===== config.mk =====
export PLATFORM = sky130hd
export DESIGN_NAME = slc_lab
export DESIGN_NICKNAME = d
export VERILOG_FILES = /design/src/rtl/core/slc_pkg.sv /design/src/rtl/core/slc_lab.sv
export SDC_FILE = /design/constraint.sdc
export NUM_CORES = 1
export LEC_CHECK = 0
export BUFFER_PORTS_ARGS = -buffer_cell sky130_fd_sc_hd__buf_2
export CORE_UTILIZATION = 63
export CTS_BUF_LIST = sky130_fd_sc_hd__clkbuf_8
export DETAILED_ROUTE_END_ITERATION = 10
export PLACE_DENSITY = 0.85
export SYNTH_ARGS = -nofsm -noshare
export SYNTH_HDL_FRONTEND = slang
export SYNTH_SLANG_ARGS = --single-unit

===== constraint.sdc =====
create_clock -name clk -period 31.8 [get_ports clk]
set_input_delay 3.18 -clock clk [delete_from_list [all_inputs] [get_ports clk]]
set_output_delay 3.18 -clock clk [all_outputs]
set_load 0.03 [all_outputs]

===== src/rtl/core/slc_pkg.sv =====
package slc_pkg;

  localparam int LIN_W   = 20 + 1;
  localparam int LIN_SH  = 20;
  localparam int N_W     = 44;
  localparam int Q_W     = 21;
  localparam int REM_W   = 26;
  localparam int LNUM_W  = 29;
  localparam int CB_STEPS = 21;
  localparam int FRAC_BITS_DEF = 8;

  typedef logic [LIN_W-1:0]  lin_t;
  typedef logic [N_W-1:0]    num_t;
  typedef logic [Q_W-1:0]    ratio_t;
  typedef logic [REM_W-1:0]  rem_t;
  typedef logic [LNUM_W-1:0] lnum_t;

  // rgb to xyz matrix, scaled by 1e7
  localparam logic [23:0] MAT [3][3] = '{
    '{24'd4124564, 24'd3575761, 24'd1804375},
    '{24'd2126729, 24'd7151522, 24'd721750},
    '{24'd193339,  24'd1191920, 24'd9503041}
  };

  // white point divisor (white scaled by 1e7) and rounding offset
  localparam logic [23:0] WDIV [3] = '{24'd9504700, 24'd10000000, 24'd10888300};
  localparam logic [23:0] WHALF [3] = '{24'd4752350, 24'd5000000, 24'd5444150};
  localparam logic [20:0] WRECIP [3] = '{
    21'((64'd1 << N_W) / 64'd9504700),
    21'((64'd1 << N_W) / 64'd10000000),
    21'((64'd1 << N_W) / 64'd10888300)
  };

  // f(t) branch limit and linear branch constants
  localparam logic [Q_W-1:0] CBRT_MIN  = 21'd9287;
  localparam logic [13:0]    KAPPA_MUL = 14'd9033;
  localparam logic [27:0]    KAPPA_ADD = 28'((64'd160 << LIN_SH) + 64'd580);
  localparam int             KAPPA_SH  = 39;
  localparam logic [29:0]    KAPPA_RECIP = 30'(((64'd1 << KAPPA_SH) + 64'd1159) / 64'd1160);

  function automatic lin_t lin_value(int unsigned c);
    longint unsigned t, u, lo, hi, mid, a;
    lo = 0;
    hi = 64'd1 << LIN_SH;
    if (c <= 10) begin
      return lin_t'((64'(c) * 64'd100 * (64'd1 << LIN_SH) + 64'd164730) / 64'd329460);
    end
    t = (((64'd1000 * 64'(c) + 64'd14025) << LIN_SH) + 64'd134512) / 64'd269025;
    u = (t * t + (64'd1 << (LIN_SH - 1))) >> LIN_SH;
    while (lo < hi) begin
      mid = (lo + hi + 64'd1) >> 1;
      a = (mid * mid) >> LIN_SH;
      a = (a * a) >> LIN_SH;
      a = (a * mid) >> LIN_SH;
      if (a <= u) lo = mid;
      else hi = mid - 64'd1;
    end
    return lin_t'((u * lo + (64'd1 << (LIN_SH - 1))) >> LIN_SH);
  endfunction

  function automatic logic [256*LIN_W-1:0] build_lin_tab();
    logic [256*LIN_W-1:0] tab;
    tab = '0;
    for (int c = 0; c < 256; c++) tab[c*LIN_W +: LIN_W] = lin_value(c);
    return tab;
  endfunction

  localparam logic [256*LIN_W-1:0] LIN_TAB = build_lin_tab();

  function automatic lin_t lin_lookup(logic [7:0] c);
    return LIN_TAB[int'(c)*LIN_W +: LIN_W];
  endfunction

endpackage


===== src/rtl/core/slc_lab.sv =====
module slc_lab import slc_pkg::*; #(
  parameter int FRAC_BITS = FRAC_BITS_DEF
) (
  input  logic               clk,
  input  logic               rst_n,
  input  logic               en,
  input  logic               vin,
  input  ratio_t             f [3],
  output logic               vout,
  output logic        [14:0] lightness,
  output logic signed [15:0] green_red_axis,
  output logic signed [15:0] blue_yellow_axis
);

  localparam int SH = LIN_SH - FRAC_BITS;
  localparam logic signed [31:0] HALF = 32'sd1 <<< (SH - 1);

  logic               vout_r;
  logic        [14:0] l_r;
  logic signed [15:0] a_r, b_r;
  logic signed [31:0] lv, av, bv, lm, am, bm;

  // round half away from zero
  function automatic logic signed [31:0] rnd(logic signed [31:0] v);
    if (v >= 0) return (v + HALF) >>> SH;
    return -((-v + HALF) >>> SH);
  endfunction

  always_comb begin
    lv = 32'sd116 * $signed({11'd0, f[1]}) - (32'sd16 <<< LIN_SH);
    av = 32'sd500 * ($signed({11'd0, f[0]}) - $signed({11'd0, f[1]}));
    bv = 32'sd200 * ($signed({11'd0, f[1]}) - $signed({11'd0, f[2]}));
    lm = rnd(lv);
    am = rnd(av);
    bm = rnd(bv);
  end

  always_ff @(posedge clk) begin
    if (!rst_n) begin
      vout_r <= 1'b0;
    end else if (en) begin
      vout_r <= vin;
    end
  end

  always_ff @(posedge clk) begin
    if (en) begin
      if (lm < 0) l_r <= '0;
      else if (lm > 32'sd32767) l_r <= 15'h7fff;
      else l_r <= lm[14:0];
      if (am < -32'sd32768) a_r <= 16'sh8000;
      else if (am > 32'sd32767) a_r <= 16'sh7fff;
      else a_r <= am[15:0];
      if (bm < -32'sd32768) b_r <= 16'sh8000;
      else if (bm > 32'sd32767) b_r <= 16'sh7fff;
      else b_r <= bm[15:0];
    end
  end

  assign vout             = vout_r;
  assign lightness        = l_r;
  assign green_red_axis   = a_r;
  assign blue_yellow_axis = b_r;

endmodule


Word level (Yosys, flattened, before mapping)
Cells that the tools add are included.
{"block": "op_classes", "addsub": 15, "mul": 3, "magnitude_cmp": 9, "muxes": 12}
{"operator": "32-bit 2-to-1 mux", "count": 6}
{"operator": "32-bit by 13-bit adder with 32-bit output (second input constant)", "count": 4}
{"operator": "32-bit by 16-bit greater-than comparator with 1-bit output (second input constant)", "count": 3}
{"operator": "20-bit negator with 32-bit output", "count": 3}
{"operator": "32-bit by 16-bit < comparator with 1-bit output (second input constant)", "count": 2}
{"operator": "21-bit by 21-bit subtractor with 22-bit output", "count": 2}
{"operator": "31-bit by 13-bit adder with 32-bit output (second input constant)", "count": 1}
{"operator": "32-bit by 1-bit >= comparator with 1-bit output (second input constant)", "count": 1}
{"operator": "32-bit by 1-bit < comparator with 1-bit output (second input constant)", "count": 1}
{"operator": "16-bit 2-to-1 mux", "count": 2}
{"operator": "29-bit negator with 32-bit output", "count": 1}
{"operator": "31-bit negator with 32-bit output", "count": 1}
{"operator": "32-bit negator", "count": 1}
{"operator": "31-bit by 1-bit >= comparator with 1-bit output (second input constant)", "count": 1}
{"operator": "29-bit by 13-bit adder with 30-bit output (second input constant)", "count": 1}
{"operator": "8-bit by 22-bit multiplier with 30-bit output (first input constant)", "count": 1}
{"operator": "29-bit by 1-bit >= comparator with 1-bit output (second input constant)", "count": 1}
{"operator": "28-bit by 25-bit subtractor with 29-bit output (second input constant)", "count": 1}
{"operator": "6-bit by 22-bit multiplier with 28-bit output (first input constant)", "count": 1}
{"operator": "5-bit by 21-bit multiplier with 26-bit output (first input constant)", "count": 1}
{"operator": "15-bit 2-to-1 mux", "count": 1}
{"operator": "1-bit 2-to-1 mux", "count": 3}
{"block": "totals", "register_bits": 48, "inputBits": 67, "out_inout_bits": 48, "word_cells": 43}

Longest topological paths before layout
{"block": "depth", "ltp_word": 8, "ltp_mapped": 42, "mapped_depth_nobuf": 39}

Worst setup path after synthesis
Ideal clock, no wire load.
{"block": "synth_timing", "path_kind": "input -> register", "startpoint": "in f[42] (netlist name)", "endpoint": "reg a_r[14] (netlist: green_red_axis[14]) (data pin)", "setup_time_ns": 0.257, "arrival_time_ns": 12.065, "required_time_ns": 31.543, "setup_slack_ns": 19.478, "stages": 39, "n_path_buf": 2, "cell_sequence": "inv_1 -> ha_1 -> inv_1 -> fa_1 -> a21o_1 -> a21oi_1 -> o21bai_1 -> a21oi_1 -> o21bai_1 -> a21o_1 -> a21oi_1 -> o21ai_0 -> a31o_2 -> a21o_1 -> a21oi_1 -> xnor2_1 -> inv_1 -> fa_1 -> [... 3 more ...] -> fa_1 -> ha_1 -> clkbuf_1 -> and4_1 -> and3_1 -> a21oi_1 -> o21ai_0 -> a21boi_0 -> xor2_1 -> nand4_2 -> or4b_1 -> xor2_1 -> or3_4 -> a21oi_2 -> nand4b_2 -> o31ai_4 -> buf_8 -> o21ai_2"}
{"block": "synth_between", "elab_chain_cells": 8, "elab_cells_between_ends": 13, "classes_between": "add/sub (5); mul (1); order compare (3); mux (4)"}
{"item": "start, declared", "line_no": "slc_lab.sv:8", "source": "input ratio_t f [3],"}
{"item": "21-bit by 21-bit subtractor with 22-bit output *", "line_no": "slc_lab.sv:31", "source": "av = 32'sd500 * ($signed({11'd0, f[0]}) - $signed({11'd0, f[1]}));"}
{"item": "8-bit by 22-bit multiplier with 30-bit output *", "line_no": "slc_lab.sv:31"}
{"item": "32-bit negator", "line_no": "slc_lab.sv:26", "source": "return -((-v + HALF) >>> SH);"}
{"item": "32-bit by 13-bit adder with 32-bit output", "line_no": "slc_lab.sv:26"}
{"item": "20-bit negator with 32-bit output", "line_no": "slc_lab.sv:26"}
{"item": "32-bit 2-to-1 mux *", "line_no": "slc_lab.sv:26"}
{"item": "32-bit by 16-bit greater-than comparator with 1-bit output", "line_no": "slc_lab.sv:52", "source": "else if (am > 32'sd32767) a_r <= 16'sh7fff;"}
{"item": "16-bit 2-to-1 mux", "line_no": "slc_lab.sv:52"}
{"item": "end signal, assigned", "line_no": "slc_lab.sv:53", "source": "else a_r <= am[15:0];"}
{"item": "end, declared", "line_no": "slc_lab.sv:20", "source": "logic signed [15:0] a_r, b_r;"}
Every way passes the cells marked *; elsewhere a longest branch is shown, timed or not. The select of a mux whose other input is x is not followed.
A chain may end at the register's enable or synchronous reset.

Worst setup path in the final report
{"block": "layout_timing", "startpoint": "in f[42] (netlist name)", "endpoint": "reg a_r[4] (netlist: green_red_axis[4]) (data pin)"}
Same word-level chain as after synthesis.

==> flow_summary.yaml <==
route:
  ant_nets: 0
  wl_per_cell_um: 16.5
  drt-initial-drc-count: 1012
  post_drt_via_cell_ratio: 6.09
  vias: 16095
  firstDrtPassIters: 5
  wirelength_mm: 43.7
  drc: 0
clocking:
  clk_latency_ns: 0.32
  clock_path_buffers: 2
  cts_tree: "built"
  clkSlewWorstSetupHoldPaths_ns: 0.10
  cts_resized: 0
  numClockSinks: 48
  ctsHtreeMaxLevel: 2
  holdBufCountCts: 0
  cts_setup_buffers: 0
  cts-buffers-inserted: 5
  root_buffer: "clkbuf_8"
synthesis:
  ys_ff_latch: 48
  synth_enable_flop_cells: 47
  synthAdderAreaFrac_pct: 33.0
  synthCells: 2176
  yosys.area.top_type: "ha_1"
  yosysWarnings: 0
  synthTopCellsByArea: "ha_1 (18%), fa_1 (15%), edfxtp_1 (8.0%)"
  synthMuxAreaShare_pct: 2.32
  async_reset_ff_share_pct: 0
  netlist_area_mm2: 0.0177
  synth_compound_area_share_pct: 20.6
  synth.top_cell.area_share_pct: 17.8
  synth_top_family_by_area: "adder cells"
  synth-simple-area-share_pct: 17.9
  syn_area_per_cell_um2: 8.12
  synth-main-ff-cell: "edfxtp_1"
  synth-seq-area-share_pct: 8.10
  yosys.area_share.xor_xnor_pct: 8.96
  synth_cell_types: 111
floorplan:
  fp-row-count: 60
  die_x_um: 169
  die-area_mm2: 0.0287
  core_area_mm2: 0.0273
  fp.dieH_um: 169
  start_util_pct: 64.9
  io_pins: 115
timing:
  slew_headroom_pct: 21.1
  fin_setup_tns_ns: 0
  period_minus_slack_ns: 13.33
  slew_violations: 0
  fin_skew_ns: 0
  hold_violations: 0
  worst_slack_ns: 18.47
  worstMarginPinSlew_ns: 1.17
  rsz0062_at_grt: "no"
  clock.fmax_mhz: 75.0
  setup_viol_count_final: 0
  fin_crit_sh_pct: 41.9
worst_hold_path:
  whs_path_depth: 2
  hold_class: "flip-flop to flip-flop"
final_layout:
  syn2layout_area_growth_pct: 5.58
  finalNetCount: 2716
  final_area_mm2: 0.0187
  nFillCells: 2239
  finish.utilization_pct: 68.5
  drive_gt1_share_pct: 9.49
grt:
  grt_overflow_total: 0
  grt_max_degree: 49
  grt_pass1_vias: 15782
  grt_usage_pct: 31.0
  antenna_found_initial: 6
  grt_pass1_wl_mm: 73.5
worst_setup_path:
  cp_slowest_stage_delay_ns: 0.75
  critPathMaxFanout: 15
  cp-end-kind: "flip-flop"
  cp_common_cell: "a21oi_1"
  r2r_cells: 2
  r2r-end: "vout"
  worst_path_max_delay_cell: "a41oi_2"
  timing_worst_setup_path_type: "input pin to flip-flop"
  cpLargestDelayFamily: "compound AO/OA/AOI/OAI gates"
  start_kind: "input pin"
  reg2reg_slack_ns: 31.19
  critical_path_arrival_ns: 13.38
  worstSetupEndpoint: "green_red_axis[4]"
  worstReg2RegStart: "vout"
  worstSetupPathDepth: 36
  required_ns: 31.85
  cp_num_buf_inv: 5
  crit_start: "f[42]"
flow_run:
  max_cap_viol_count: 0
placement:
  dp_slack_ns: 18.17
  place_area_mm2: 0.0186
  io_buffers: 114
  gp_congestion: 0.980
  place_hpwl_mm: 37.2
run_status:
  status: "completed"
-- tightest hold or removal path, cell delays in order (launching register included) --
cell and delay (ns):
dfxtp_1 0.33, mux2i_1 0.07, nor2b_1 0.11
-- cell families after synthesis --
group,Yosys count
and+or+nand+nor,590
AOI/OAI and AO/OA,526
buffers and inverters,403
adders and majority gates,388
xor gates and xnor gates,180
DFF,48
muxes,40
other,1
-- through the flow --
| step | instances | hold WS (ns) |
|---|---|---|
| after floorplan | 2177 | 0.640 |
| after global placement | 2630 | 0.495 |
| after detailed placement | 2630 | 0.532 |
| after CTS | 2638 | 0.553 |
| after global routing | 2639 | 0.569 |
| final | 2643 | 0.543 |
-- final cells by class --
type	count	area, µm²	share of cell area [%]
sequential	48	1430	7.67
antenna	5	12.5	0.0671
clock inverter	3	17.5	0.0939
timing repair buffer	128	676	3.62
clock buffer	5	68.8	0.369
tap	372	465	2.49
multi-input combinational	1726	14700	78.5
inverter	356	1340	7.16
-- Yosys cell counts, types with 43 or more instances --
library cell,n
ha_1,252
nor4_1,43
xor2_1,51
fa_1,132
nand2_1,112
nor3_1,52
xnor2_1,128
a21oi_1,121
nand3_1,56
inv_1,355
a21o_1,44
nor2_1,116
o21ai_0,89
edfxtp_1,47
-- state kept, by name, summed over array words and instances, names as in the netlist --
| name | cells |
|---|---|
| green_red_axis | 16 |
| lightness | 15 |
| blue_yellow_axis | 16 |
| vout | 1 |
-- routing by layer --
| metal | wire [µm] | part of all wire [%] | up-vias | GRT usage, % |
|---|---|---|---|---|
| met5 | 11 | 0.025 | - | 0 |
| met4 | 1100 | 2.5 | 2 | 8.89 |
| met3 | 2780 | 6.4 | 74 | 5.08 |
| met2 | 20300 | 47 | 500 | 53.4 |
| met1 | 19400 | 45 | 7630 | 40.0 |
| li1 | - | - | 7889 | - |
-- cell usage in the layout, fill, tap and decap left out, types with 13 or more instances in the layout --
cell type,n
a211oi_1,19
a21o_1,44
a21oi_1,121
a31oi_1,13
and2_1,20
and3_1,27
buf_2,114
buf_4,14
edfxtp_1,47
fa_1,132
ha_1,252
inv_1,355
mux2i_1,32
nand2_1,112
nand2b_1,28
nand3_1,56
nand4_1,23
nor2_1,116
nor3_1,52
nor4_1,43
o211ai_1,24
o21a_1,42
o21ai_0,89
o21bai_1,15
or2_2,14
or3_1,19
xnor2_1,128
xor2_1,51
-- how the worst min path moves through the flow --
stage,start,endpoint,slack (ns)
2_1_floorplan,vout,vout,0.64
3_3_place_gp,vout,vout,0.49
3_5_place_dp,vout,vout,0.53
4_1_cts,vout,vout,0.55
5_1_grt,vout,vout,0.57
6_report,vout,vout,0.54
Power is left out: the tool's default activity adds up to more than one toggle a clock period on the data nets, which glitch-free logic cannot reach.
